**config.mk**
```make
export PLATFORM = sky130hd
export DESIGN_NAME = fragment_reassembly_deframer
export DESIGN_NICKNAME = d
export VERILOG_FILES = /design/src/sv/frd_pkg.sv /design/src/sv/frd_front.sv /design/src/sv/frd_queue.sv /design/src/sv/frd_back.sv /design/src/sv/fragment_reassembly_deframer.sv
export VERILOG_INCLUDE_DIRS = /design/src /design/src/sv
export SDC_FILE = /design/constraint.sdc
export NUM_CORES = 1
export LEC_CHECK = 0
export BUFFER_PORTS_ARGS = -buffer_cell sky130_fd_sc_hd__buf_2
export CAP_MARGIN = 0
export CORE_MARGIN = 5
export CORE_UTILIZATION = 50
export CTS_BUF_LIST = sky130_fd_sc_hd__clkbuf_4
export DETAILED_ROUTE_END_ITERATION = 10
export MAX_ROUTING_LAYER = met4
export PLACE_DENSITY = 0.73
export SLEW_MARGIN = 20
export SYNTH_ARGS = -nofsm -noshare
export SYNTH_HDL_FRONTEND = slang
export SYNTH_SLANG_ARGS = --single-unit
```
**constraint.sdc**
```tcl
create_clock -name clk -period 9.74 [get_ports clk]
set_input_delay 2.435 -clock clk [delete_from_list [all_inputs] [get_ports clk]]
set_output_delay 2.435 -clock clk [all_outputs]
set_load 0.01 [all_outputs]
```
**src/sv/fragment_reassembly_deframer_assert.svh**
```systemverilog
// Assertion macros shared by the deframer modules.
// Each macro takes a label, a clock, a reset and the property terms.
`ifndef FRAGMENT_REASSEMBLY_DEFRAMER_ASSERT_SVH
`define FRAGMENT_REASSEMBLY_DEFRAMER_ASSERT_SVH
`ifndef SYNTHESIS
// Same-cycle implication.
`define FRD_ASSERT_IMP(label, ck, rs, ante, cons) \
  label: assert property (@(posedge ck) disable iff (rs) (ante) |-> (cons)) \
    else $error("frd: assertion failed");
// Next-cycle implication.
`define FRD_ASSERT_NXT(label, ck, rs, ante, cons) \
  label: assert property (@(posedge ck) disable iff (rs) (ante) |=> (cons)) \
    else $error("frd: assertion failed");
`else
`define FRD_ASSERT_IMP(label, ck, rs, ante, cons)
`define FRD_ASSERT_NXT(label, ck, rs, ante, cons)
`endif
`endif

```
**src/sv/frd_pkg.sv**
```systemverilog
package frd_pkg;

  localparam int unsigned HEADER_BYTES = 20;
  localparam int unsigned HDR_IDX_W    = 5;
  localparam int unsigned QUEUE_DEPTH  = 2;

  localparam logic [HDR_IDX_W-1:0] HDR_START   = 5'd0;
  localparam logic [HDR_IDX_W-1:0] HDR_LEN_HI  = 5'd4;
  localparam logic [HDR_IDX_W-1:0] HDR_LEN_LO  = 5'd5;
  localparam logic [HDR_IDX_W-1:0] HDR_CMD_HI  = 5'd6;
  localparam logic [HDR_IDX_W-1:0] HDR_CMD_LO  = 5'd7;
  localparam logic [HDR_IDX_W-1:0] HDR_TOT_HI  = 5'd16;
  localparam logic [HDR_IDX_W-1:0] HDR_TOT_LO  = 5'd17;
  localparam logic [HDR_IDX_W-1:0] HDR_IDX_HI  = 5'd18;
  localparam logic [HDR_IDX_W-1:0] HDR_LAST    = 5'(HEADER_BYTES - 1);

  // Configuration register indexes.
  localparam logic CFG_START_MARKER   = 1'b0;
  localparam logic CFG_MAX_PACKET_LEN = 1'b1;

  localparam logic [7:0]  START_MARKER_RST   = 8'hFF;
  localparam logic [15:0] MAX_PACKET_LEN_RST = 16'hFFFF;

  typedef enum logic [1:0] {
    KIND_PAYLOAD   = 2'd0,
    KIND_HDR_ERR   = 2'd1,
    KIND_EMPTY_END = 2'd2
  } kind_t;

  // One result item as it travels from the parser to the output stage.
  typedef struct packed {
    kind_t       kind;
    logic [7:0]  payload_byte;
    logic        last_of_message;
    logic [15:0] command;
    logic [31:0] message_length;
  } res_t;

endpackage

```
**src/sv/frd_front.sv**
```systemverilog
`include "fragment_reassembly_deframer_assert.svh"

module frd_front (
  input  logic           clk,
  input  logic           rst,
  input  logic           in_valid,
  output logic           in_ready,
  input  logic           in_func,
  input  logic [7:0]     in_byte,
  input  logic           cfg_valid,
  input  logic           cfg_index,
  input  logic [15:0]    cfg_data,
  input  logic           queue_ready,
  output logic           push,
  output frd_pkg::res_t  push_data
);

  logic [7:0]                     start_marker;
  logic [15:0]                    max_packet_len;
  logic                           in_body, in_body_next;
  logic [frd_pkg::HDR_IDX_W-1:0]  header_index, header_index_next;
  logic [15:0]                    frag_length, frag_length_next;
  logic [15:0]                    frag_command, frag_command_next;
  logic [15:0]                    frag_total, frag_total_next;
  logic [15:0]                    frag_index, frag_index_next;
  logic                           frag_final, frag_final_next;
  logic [15:0]                    body_remaining, body_remaining_next;
  logic [31:0]                    total_length, total_length_next;

  logic        accept;
  logic [15:0] rem_dec;
  logic [15:0] idx_full;
  logic        is_final;
  logic        len_bad;
  logic [15:0] body;
  logic [31:0] base_length;
  logic [32:0] sum_length;
  logic [31:0] new_length;

  assign accept   = in_valid && queue_ready;
  assign in_ready = queue_ready;

  // Header-end arithmetic; the index low byte arrives with the last header byte.
  assign rem_dec     = body_remaining - 16'd1;
  assign idx_full    = {frag_index[15:8], in_byte};
  assign is_final    = (frag_total == 16'd0) ||
                       ({1'b0, frag_total} == ({1'b0, idx_full} + 17'd1));
  assign len_bad     = (frag_length < 16'(frd_pkg::HEADER_BYTES)) ||
                       (frag_length > max_packet_len);
  assign body        = frag_length - 16'(frd_pkg::HEADER_BYTES);
  assign base_length = (idx_full == 16'd0) ? 32'd0 : total_length;
  assign sum_length  = {1'b0, base_length} + {17'd0, body};
  assign new_length  = sum_length[32] ? 32'hFFFF_FFFF : sum_length[31:0];

  always_comb begin
    in_body_next        = in_body;
    header_index_next   = header_index;
    frag_length_next    = frag_length;
    frag_command_next   = frag_command;
    frag_total_next     = frag_total;
    frag_index_next     = frag_index;
    frag_final_next     = frag_final;
    body_remaining_next = body_remaining;
    total_length_next   = total_length;
    push                = 1'b0;
    push_data           = '0;
    push_data.kind      = frd_pkg::KIND_PAYLOAD;

    if (accept) begin
      if (in_func) begin
        in_body_next        = 1'b0;
        header_index_next   = '0;
        frag_length_next    = '0;
        frag_command_next   = '0;
        frag_total_next     = '0;
        frag_index_next     = '0;
        frag_final_next     = 1'b0;
        body_remaining_next = '0;
        total_length_next   = '0;
      end else if (in_body) begin
        body_remaining_next    = rem_dec;
        push                   = 1'b1;
        push_data.kind         = frd_pkg::KIND_PAYLOAD;
        push_data.payload_byte = in_byte;
        if (rem_dec == 16'd0) begin
          in_body_next      = 1'b0;
          header_index_next = '0;
          if (frag_final) begin
            push_data.last_of_message = 1'b1;
            push_data.command         = frag_command;
            push_data.message_length  = total_length;
          end
        end
      end else if (header_index == frd_pkg::HDR_START && in_byte != start_marker) begin
        push           = 1'b1;
        push_data.kind = frd_pkg::KIND_HDR_ERR;
      end else begin
        unique case (header_index)
          frd_pkg::HDR_LEN_HI: frag_length_next  = {in_byte, 8'd0};
          frd_pkg::HDR_LEN_LO: frag_length_next  = {frag_length[15:8], in_byte};
          frd_pkg::HDR_CMD_HI: frag_command_next = {in_byte, 8'd0};
          frd_pkg::HDR_CMD_LO: frag_command_next = {frag_command[15:8], in_byte};
          frd_pkg::HDR_TOT_HI: frag_total_next   = {in_byte, 8'd0};
          frd_pkg::HDR_TOT_LO: frag_total_next   = {frag_total[15:8], in_byte};
          frd_pkg::HDR_IDX_HI: frag_index_next   = {in_byte, 8'd0};
          frd_pkg::HDR_LAST:   frag_index_next   = idx_full;
          default: ;
        endcase

        if (header_index != frd_pkg::HDR_LAST) begin
          header_index_next = header_index + 5'd1;
        end else begin
          header_index_next = '0;
          if (len_bad) begin
            push           = 1'b1;
            push_data.kind = frd_pkg::KIND_HDR_ERR;
          end else begin
            total_length_next = new_length;
            frag_final_next   = is_final;
            if (body == 16'd0) begin
              if (is_final) begin
                push                      = 1'b1;
                push_data.kind            = frd_pkg::KIND_EMPTY_END;
                push_data.last_of_message = 1'b1;
                push_data.command         = frag_command;
                push_data.message_length  = new_length;
              end
            end else begin
              in_body_next        = 1'b1;
              body_remaining_next = body;
            end
          end
        end
      end
    end
  end

  always_ff @(posedge clk) begin
    if (rst) begin
      start_marker   <= frd_pkg::START_MARKER_RST;
      max_packet_len <= frd_pkg::MAX_PACKET_LEN_RST;
      in_body        <= 1'b0;
      header_index   <= '0;
      frag_length    <= '0;
      frag_command   <= '0;
      frag_total     <= '0;
      frag_index     <= '0;
      frag_final     <= 1'b0;
      body_remaining <= '0;
      total_length   <= '0;
    end else begin
      if (cfg_valid) begin
        unique case (cfg_index)
          frd_pkg::CFG_START_MARKER:   start_marker   <= cfg_data[7:0];
          frd_pkg::CFG_MAX_PACKET_LEN: max_packet_len <= cfg_data;
          default: ;
        endcase
      end
      in_body        <= in_body_next;
      header_index   <= header_index_next;
      frag_length    <= frag_length_next;
      frag_command   <= frag_command_next;
      frag_total     <= frag_total_next;
      frag_index     <= frag_index_next;
      frag_final     <= frag_final_next;
      body_remaining <= body_remaining_next;
      total_length   <= total_length_next;
    end
  end

  `FRD_ASSERT_IMP(a_body_at_hdr_start, clk, rst, in_body, header_index == '0)
  `FRD_ASSERT_IMP(a_discard_silent, clk, rst, accept && in_func, !push)
  `FRD_ASSERT_NXT(a_body_ends, clk, rst,
                  accept && !in_func && in_body && body_remaining == 16'd1, !in_body)

endmodule

```
**src/sv/frd_queue.sv**
```systemverilog
`include "fragment_reassembly_deframer_assert.svh"

module frd_queue #(
  parameter int unsigned DEPTH = frd_pkg::QUEUE_DEPTH
) (
  input  logic           clk,
  input  logic           rst,
  input  logic           push,
  input  frd_pkg::res_t  push_data,
  output logic           push_ready,
  output logic           pop_valid,
  input  logic           pop,
  output frd_pkg::res_t  pop_data
);

  localparam int unsigned PTR_W = $clog2(DEPTH);
  localparam int unsigned CNT_W = $clog2(DEPTH + 1);

  frd_pkg::res_t      entries [DEPTH];
  logic [PTR_W-1:0]   wr_ptr;
  logic [PTR_W-1:0]   rd_ptr;
  logic [CNT_W-1:0]   count;
  logic               do_push;
  logic               do_pop;

  assign push_ready = count < CNT_W'(DEPTH);
  assign pop_valid  = count != '0;
  assign pop_data   = entries[rd_ptr];
  assign do_push    = push && push_ready;
  assign do_pop     = pop && pop_valid;

  always_ff @(posedge clk) begin
    if (do_push) begin
      entries[wr_ptr] <= push_data;
    end
  end

  always_ff @(posedge clk) begin
    if (rst) begin
      wr_ptr <= '0;
      rd_ptr <= '0;
      count  <= '0;
    end else begin
      if (do_push) begin
        wr_ptr <= (wr_ptr == PTR_W'(DEPTH - 1)) ? '0 : wr_ptr + PTR_W'(1);
      end
      if (do_pop) begin
        rd_ptr <= (rd_ptr == PTR_W'(DEPTH - 1)) ? '0 : rd_ptr + PTR_W'(1);
      end
      if (do_push && !do_pop) begin
        count <= count + CNT_W'(1);
      end else if (do_pop && !do_push) begin
        count <= count - CNT_W'(1);
      end
    end
  end

  `FRD_ASSERT_IMP(a_no_overflow, clk, rst, push, count < CNT_W'(DEPTH))

endmodule

```
**src/sv/frd_back.sv**
```systemverilog
module frd_back (
  input  logic           clk,
  input  logic           rst,
  input  logic           q_valid,
  input  frd_pkg::res_t  q_data,
  output logic           q_pop,
  output logic           m_axis_tvalid,
  input  logic           m_axis_tready,
  output logic [55:0]    m_axis_tdata,
  output logic [1:0]     m_axis_tuser,
  output logic           m_axis_tlast
);

  frd_pkg::res_t out_reg;
  logic          out_valid;

  // Load a new item whenever the output register is empty or being drained.
  assign q_pop = q_valid && (!out_valid || m_axis_tready);

  always_ff @(posedge clk) begin
    if (rst) begin
      out_valid <= 1'b0;
    end else if (!out_valid || m_axis_tready) begin
      out_valid <= q_valid;
    end
  end

  always_ff @(posedge clk) begin
    if (q_pop) begin
      out_reg <= q_data;
    end
  end

  assign m_axis_tvalid = out_valid;
  assign m_axis_tdata  = {out_reg.message_length, out_reg.command, out_reg.payload_byte};
  assign m_axis_tuser  = out_reg.kind;
  assign m_axis_tlast  = out_reg.last_of_message;

endmodule

```
**src/sv/fragment_reassembly_deframer.sv**
```systemverilog
// Fragment reassembly deframer. Bytes of a received stream enter one per
// transfer on the slave side; each fragment opens with a 20-byte big-endian
// header whose start byte must equal the start_marker register and whose
// length field (header included) must lie between 20 and max_packet_len.
// Body bytes leave one per transfer on the master side; the last body byte
// of a final fragment (fragment total 0, or index + 1 equal to the total)
// carries tlast together with the command word and the message length
// summed over all fragments since the last fragment index of 0, saturating
// at all ones. A final fragment without body gives an empty end marker, and
// a header that fails its check gives a header error item, after which the
// header search starts over. A transfer with tuser set discards all parse
// state but leaves the registers and results already produced untouched.
// The block takes one byte every cycle: the parser finishes each byte in
// the cycle it is accepted, so the only limit is a free slot in the result
// queue, which stays free while the master side takes a result per cycle.
// A result passes through the queue and then the output register on its
// way to the master side. Configuration writes are always ready and should
// be issued only while no bytes are in flight.
module fragment_reassembly_deframer #(
  parameter int unsigned QUEUE_DEPTH = frd_pkg::QUEUE_DEPTH
) (
  input  logic        clk,
  input  logic        rst,
  input  logic        s_axis_tvalid,
  output logic        s_axis_tready,
  input  logic [7:0]  s_axis_tdata,   // [7:0] rx_byte
  input  logic        s_axis_tuser,   // [0] func: discard and restart
  output logic        m_axis_tvalid,
  input  logic        m_axis_tready,
  output logic [55:0] m_axis_tdata,   // [7:0] payload_byte, [23:8] command,
                                      // [55:24] message_length
  output logic [1:0]  m_axis_tuser,   // [1:0] kind
  output logic        m_axis_tlast,   // last_of_message
  input  logic        cfg_valid,
  output logic        cfg_ready,
  input  logic        cfg_index,
  input  logic [15:0] cfg_data
);

  logic          queue_ready;
  logic          push;
  frd_pkg::res_t push_data;
  logic          q_valid;
  logic          q_pop;
  frd_pkg::res_t q_data;

  // Register writes are always accepted.
  assign cfg_ready = 1'b1;

  // Front: header parsing, fragment bookkeeping and result classification.
  frd_front u_front (
    .clk         (clk),
    .rst         (rst),
    .in_valid    (s_axis_tvalid),
    .in_ready    (s_axis_tready),
    .in_func     (s_axis_tuser),
    .in_byte     (s_axis_tdata),
    .cfg_valid   (cfg_valid),
    .cfg_index   (cfg_index),
    .cfg_data    (cfg_data),
    .queue_ready (queue_ready),
    .push        (push),
    .push_data   (push_data)
  );

  // Short result queue so that the parser and the output can stall apart.
  frd_queue #(
    .DEPTH (QUEUE_DEPTH)
  ) u_queue (
    .clk        (clk),
    .rst        (rst),
    .push       (push),
    .push_data  (push_data),
    .push_ready (queue_ready),
    .pop_valid  (q_valid),
    .pop        (q_pop),
    .pop_data   (q_data)
  );

  // Back: output register and packing onto the master side.
  frd_back u_back (
    .clk           (clk),
    .rst           (rst),
    .q_valid       (q_valid),
    .q_data        (q_data),
    .q_pop         (q_pop),
    .m_axis_tvalid (m_axis_tvalid),
    .m_axis_tready (m_axis_tready),
    .m_axis_tdata  (m_axis_tdata),
    .m_axis_tuser  (m_axis_tuser),
    .m_axis_tlast  (m_axis_tlast)
  );

endmodule

```
==> results of run 1 <==
-- metal layers --
metal	track usage, %	up-vias	routed length, um
met5	-	-	0
met2	33.8	478	17000
met4	8.10	0	973
met3	5.80	76	3070
li1	-	5697	-
met1	29.8	5750	16800
-- path summary, 6_finish.rpt --
kind | slack [ns] | startpoint | to
max | 2.68 | s_axis_tdata[0] | u_queue.entries[0][27]
min | 0.46 | u_front.max_packet_len[9] | u_front.max_packet_len[9]
max reg2reg | 4.33 | u_front.frag_index[11] | u_queue.entries[0][27]
min reg2reg | 0.46 | u_front.max_packet_len[9] | u_front.max_packet_len[9]
-- flip-flops by register name (all words and copies together), names as in the netlist, 5 cells and up --
signal	count
u_front.frag_index	8
u_queue.entries	118
u_back.m_axis_tdata	56
u_front.body_remaining	16
u_front.max_packet_len	16
u_front.header_index	5
u_front.frag_command	16
u_front.total_length	32
u_front.start_marker	8
u_front.frag_length	16
u_front.frag_total	16
-- logic make-up after synthesis --
group	after synthesis	synth area share, %
and+or+nand+nor	507	16.5
AOI/OAI and AO/OA	321	14.2
DFF	317	52.4
buffers and inverters	126	3.17
muxes	86	6.04
xor gates and xnor gates	71	4.20
adders and majority gates	43	3.50
other	1	0.0242
-- cell usage after synthesis (6+ instances only) --
cell type,number
edfxtp_1,177
nor2_1,145
dfxtp_1,140
nand2_1,105
o21ai_0,74
clkbuf_1,65
mux2_2,60
a21oi_1,56
xnor2_1,48
inv_1,43
ha_1,41
nand3_1,41
nor2b_1,40
a22o_1,33
and3_1,33
a211o_1,27
and2_1,27
mux2i_1,26
nor3_1,23
a22oi_1,22
xor2_1,20
a211oi_1,18
nand4_1,18
nor4_1,16
a21o_1,12
buf_1,12
or3_1,11
a31oi_1,10
o31ai_1,9
o21a_1,8
nor3b_1,7
o21ai_1,7
or2_2,7
o211ai_1,6
o22ai_1,6
or4_1,6
-- through the flow --
stage | power [uW] | worst slack (ns) | util, % | cells | area, sq um
final | 3730 | 2.68 | 56.7 | 2035 | 17300
after global routing | 3940 | 2.36 | 56.7 | 2035 | 17300
after CTS | 3770 | 2.78 | 56.7 | 2032 | 17300
after detailed placement | 2560 | 2.04 | 53.0 | 1886 | 16200
after global placement | 2530 | 2.12 | 53.0 | 1886 | 16200
after floorplan | 2290 | 1.64 | - | 1472 | 15500
-- power groups by stage --
stage	Clock, uW	Combinational [uW]	Sequential (uW)
3_5_place_dp	0	783	1770
6_report	1200	783	1740
5_1_grt	1310	859	1760
4_1_cts	1240	787	1740
2_1_floorplan	0	503	1790
3_3_place_gp	0	768	1760
-- critical path: stages --
cell and delay (ns):
buf_2 0.16, inv_1 0.12, ha_1 0.16, nor4b_1 0.37, nand4_1 0.38, buf_4 0.38
and2_1 0.22, ha_1 0.36, a21o_1 0.18, a221oi_1 0.49, o2bb2ai_1 0.19, maj3_1 0.27
a221oi_4 0.11, a2111oi_4 0.51, or3_1 0.63, o41ai_1 0.23, a22o_1 0.30
-- layout make-up --
type                            instances  share of cell area, %
Antenna cell                            3                 0.0433
Inverter                               43                  0.931
Sequential cell                       317                   46.8
Tap cell                              396                   2.86
Multi-Input combinational cell       1029                   39.9
Clock buffer                          126                   5.45
Clock inverter                         20                  0.945
Timing Repair Buffer                  101                   3.07
==> flow_summary.yaml, run 1 <==
outcome:
  status: "completed"
detailed_routing:
  drt_iter0_markers: 1020
  vias: 12000
  routed_wl_um: 37800
  vias_per_cell: 5.90
  antenna_left: 0
  drt_first_pass_iters: 5
  remaining_drc_errors: 0
  routedWlPerCell_um: 18.6
sta:
  holdWs_ns: 0.463
  rsz0062_at_grt: "false"
  max-slew-margin-rel_pct: 28.7
  fmax_mhz: 142
  final-setup-viol-count: 0
  report.final.slew_viol_count: 0
  worst_pin_slew_ns: 1.06
  finalCritPeriodShare_pct: 72.5
  finClkSkew_ns: 0.0658
  period_needed_ns: 7.06
  tns_ns: 0
  final_hold_viol_count: 0
pwr:
  internal_power_uw: 2630
  p_per_area_nw_per_um2: 215
  leakage_uw: 0.00660
  ir_drop_uv: 128
  combPwrFrac_pct: 21.0
  p_sw_share_pct: 29.5
  p_seq_share_pct: 46.7
  clkPwrFrac_pct: 32.3
  switchingPower_uw: 1100
synth:
  async_flop_share_pct: 0
  synth-edff-count: 177
  ys_types: 75
  ys_ff_latch: 317
  syn_inst: 1472
  synth_fp_nets: 1545
  synth_area_leaders: "edfxtp_1 (34%), dfxtp_1 (18%), mux2_2 (4.4%)"
  ys.warnings.count: 0
  mappedNetlistArea_sq_um: 15500
  synth_top_area_share_pct: 34.3
  synth-seq-area-share_pct: 52.4
  syn_area_per_cell_sq_um: 10.5
  synth_ff_type: "edfxtp_1"
  yosys.area.top_type: "edfxtp_1"
clock_network:
  cts_tree: "yes"
  clk_pin_slew_ns: 0.06
  hold_buffers: 0
  cts.sinks: 317
  cts_setup_buffers: 0
  cts-root-buf: "clkbuf_4"
  clock_latency_ns: 0.75
  cts_resized: 0
  cts.path.max_buffers: 3
  cts_max_level: 3
  numCtsBuffers: 82
grt:
  grtUsageTotal_pct: 22.6
  grt_pass1_wl_um: 60800
  grt_max_degree: 77
  antenna_found_initial: 2
  grt_pass1_vias: 11600
  grt_overflow: 0
worst_hold_path:
  hp-class: "reg2reg"
  hold_path_depth: 1
floorplanning:
  die_area_sq_um: 34600
  die_x_um: 186
  coreArea_sq_um: 30600
  die_h_um: 186
  initial_core_util_pct: 50.7
  io_pins: 93
  rows: 64
run:
  drv_cap: 0
critical_path:
  startpoint_type: "input pin"
  crit_path_end_kind: "flip-flop"
  cp.arrival_ns: 7.51
  reg2regPathDepth: 14
  crit_type: "in2reg"
  critPathRequiredTime_ns: 10.19
  crit_fanout: 40
cells_and_area:
  nets: 1647
  drive_gt1_share_pct: 19.4
  multi_input_area_sq_um: 6910
  n_fill_cell: 2658
  syn_to_final_growth_pct: 11.9
  ff_latch_area_sq_um: 8120
  mostFrequentLayoutCells: "edfxtp_1 (177), nor2_1 (144), dfxtp_1 (139)"
  final_common_cell: "edfxtp_1"
place:
  place_congestion: 0.926
  dpl.hpwl_um: 25700
  io_buffers: 91
(Power assumes the default switching activity.)
==> run 2: changes to the inputs <==
--- a/config.mk
+++ b/config.mk
@@ -6,6 +6,7 @@
 export SDC_FILE = /design/constraint.sdc
 export NUM_CORES = 1
 export LEC_CHECK = 0
+export ABC_AREA = 1
 export BUFFER_PORTS_ARGS = -buffer_cell sky130_fd_sc_hd__buf_2
 export CAP_MARGIN = 0
 export CORE_MARGIN = 5
@@ -13,7 +14,7 @@
 export CTS_BUF_LIST = sky130_fd_sc_hd__clkbuf_4
 export DETAILED_ROUTE_END_ITERATION = 10
 export MAX_ROUTING_LAYER = met4
-export PLACE_DENSITY = 0.73
+export PLACE_DENSITY = 0.75
 export SLEW_MARGIN = 20
 export SYNTH_ARGS = -nofsm -noshare
 export SYNTH_HDL_FRONTEND = slang
==> constraint.sdc (replaced) <==
create_clock -name clk -period 5.7 [get_ports clk]
set_input_delay 1.425 -clock clk [delete_from_list [all_inputs] [get_ports clk]]
set_output_delay 1.425 -clock clk [all_outputs]
set_load 0.01 [all_outputs]
==> run 2 against run 1 <==
Flip-flop and latch count unchanged. Worst hold slack better by 0.00067 ns. Final area up 5.6%. Synthesized cell count up 34%. Combinational power up 140%. Critical path depth up 8. Sequential share of layout area down 2.5 points. Critical path type unchanged. Critical endpoint is now u_queue.entries[0][3].
==> flow_summary.yaml, run 2 <==
worst_hold_path:
  hp-class: "reg2reg"
clock_network:
  cts-root-buf: "clkbuf_4"
  clock_latency_ns: 0.72
  cts.path.max_buffers: 3
  cts.sinks: 317
  cts_setup_buffers: 0
  clk_pin_slew_ns: 0.06
  cts_resized: 0
  hold_buffers: 0
  numCtsBuffers: 82
  cts_tree: "yes"
  cts_max_level: 3
sta:
  max-slew-margin-rel_pct: 26.6
  final-setup-viol-count: 0
  fin_ws_ns: 1.22
  period_needed_ns: 4.48
  fmax_mhz: 223
  finalCritPeriodShare_pct: 78.6
  report.final.slew_viol_count: 0
  tns_ns: 0
  worst_pin_slew_ns: 1.10
  finClkSkew_ns: 0.0442
  rsz0062_at_grt: "false"
  final_hold_viol_count: 0
place:
  place_congestion: 0.986
  dp.cells: 2455
  dpl_worst_slack_ns: 0.596
  placed_area_sq_um: 17200
  io_buffers: 91
  dpl.hpwl_um: 29900
critical_path:
  cpMostUsedCell: "nand2_1"
  crit_type: "in2reg"
  cp.arrival_ns: 4.90
  startpoint_type: "input pin"
  crit_family: "simple AND/OR/NAND/NOR gates"
  cp_slowest_cell: "fa_1"
  crit_fanout: 18
  crit_path_end_kind: "flip-flop"
  critPathRequiredTime_ns: 6.13
  crit_buf_inv: 4
  slowest_delay_ns: 0.42
grt:
  grt_overflow: 0
  grtUsageTotal_pct: 23.8
  antenna_found_initial: 1
  grt_max_degree: 89
  grt_pass1_wl_um: 68000
  grt_pass1_vias: 13200
cells_and_area:
  final_common_cell: "nand2_1"
  drive_gt1_share_pct: 16.6
  fin_area_sq_um: 18300
  mostFrequentLayoutCells: "nand2_1 (565), inv_1 (217), edfxtp_1 (177)"
  syn_to_final_growth_pct: 11.4
  n_fill_cell: 3010
  stdcell_count: 2606
  max_flop_register: "u_queue.entries"
  largest_register_ffs: 118
  nets: 2170
detailed_routing:
  vias: 13900
  drt_first_pass_iters: 6
  antenna_left: 0
  drt_iter0_markers: 1276
  vias_per_cell: 5.34
  routed_wl_um: 42400
  remaining_drc_errors: 0
  routedWlPerCell_um: 16.3
synth:
  synth_top_area_share_pct: 32.3
  synth_area_leaders: "edfxtp_1 (32%), dfxtp_1 (17%), nand2_1 (13%)"
  ys_ff_latch: 317
  synth_fp_nets: 2051
  yosys-top-cells-count: "nand2_1 (565), inv_1 (218), edfxtp_1 (177)"
  synth-edff-count: 177
  ys.warnings.count: 0
  syn_area_per_cell_sq_um: 8.31
  ys_types: 57
  yosys.area.top_type: "edfxtp_1"
  async_flop_share_pct: 0
  synth-seq-area-share_pct: 49.4
  yosysMostFrequentCell: "nand2_1"
  synth_ff_type: "edfxtp_1"
  mappedNetlistArea_sq_um: 16400
  syn_inst: 1978
floorplanning:
  rows: 66
  coreArea_sq_um: 32500
  die_area_sq_um: 36600
  die_h_um: 191
  io_pins: 93
  initial_core_util_pct: 50.5
  die_x_um: 191
pwr:
  ir_drop_uv: 306
  leakage_uw: 0.00772
  p_per_area_nw_per_um2: 375
  fin_total_pwr_uw: 6870
run:
  drv_cap: 0
outcome:
  status: "completed"
[run 2: final timing paths]
| check | start | endpoint | slack [ns] | cells after the start |
|---|---|---|---|---|
| setup reg to reg | u_front.frag_length[2] | u_queue.entries[0][19] | 1.79 | 21 |
| setup / recovery | s_axis_tdata[1] | u_queue.entries[0][3] | 1.22 | 25 |
| hold reg to reg | u_front.frag_final | u_front.frag_final | 0.46 | 2 |
| hold / removal | u_front.frag_final | u_front.frag_final | 0.46 | 2 |
[run 2: layout make-up]
class	instances	area [sq um]	area share, %
clock inverters	23	123	0.669
well taps	442	553	3.02
flip-flops and latches	317	8120	44.3
repair buffers	107	626	3.42
diodes	1	2.50	0.0137
clock buffers	127	953	5.20
inverters	229	862	4.71
multi-input cells	1360	7080	38.6
[run 2: cell families (layout without fill, tap and decap cells)]
family	after synthesis	count (layout)	synth area share [%]
AOI/OAI and AO/OA	287	287	10.0
DFF	317	317	49.4
other	1	2	0.0228
buffers and inverters	301	486	7.70
xor gates and xnor gates	44	44	2.43
adders and majority gates	42	42	3.24
and+or+nand+nor	986	986	27.2
[run 2: stage by stage]
| stage | hold WS (ns) | utilization, % |
|---|---|---|
| global placement | 0.448 | 53.0 |
| CTS | 0.464 | 56.3 |
| finish | 0.464 | 56.3 |
| floorplan | 0.437 | - |
| detailed placement | 0.456 | 53.0 |
| global route | 0.480 | 56.3 |
[run 2: where the power goes]
part | leakage (uW) | switching [uW] | internal, uW
Clock | 0.000635 | 911 | 1060
Sequential | 0.00279 | 123 | 2860
Combinational | 0.00430 | 1330 | 586
Total | 0.00772 | 2360 | 4510
[run 2: tightest hold or removal path: stages, from the launching register on]
cell     delay (ns)
dfxtp_1        0.30
nand2_1        0.06
a21oi_1        0.05
[run 2: layer usage]
| metal | vias up | share of wire [%] | wire length [um] | GRT usage [%] |
|---|---|---|---|---|
| met1 | 6434 | 46 | 19500 | 33.3 |
| met3 | 76 | 9.2 | 3910 | 5.48 |
| met5 | - | 0 | 0 | - |
| li1 | 6820 | - | - | - |
| met2 | 577 | 43 | 18200 | 34.7 |
| met4 | 0 | 2.0 | 864 | 7.02 |
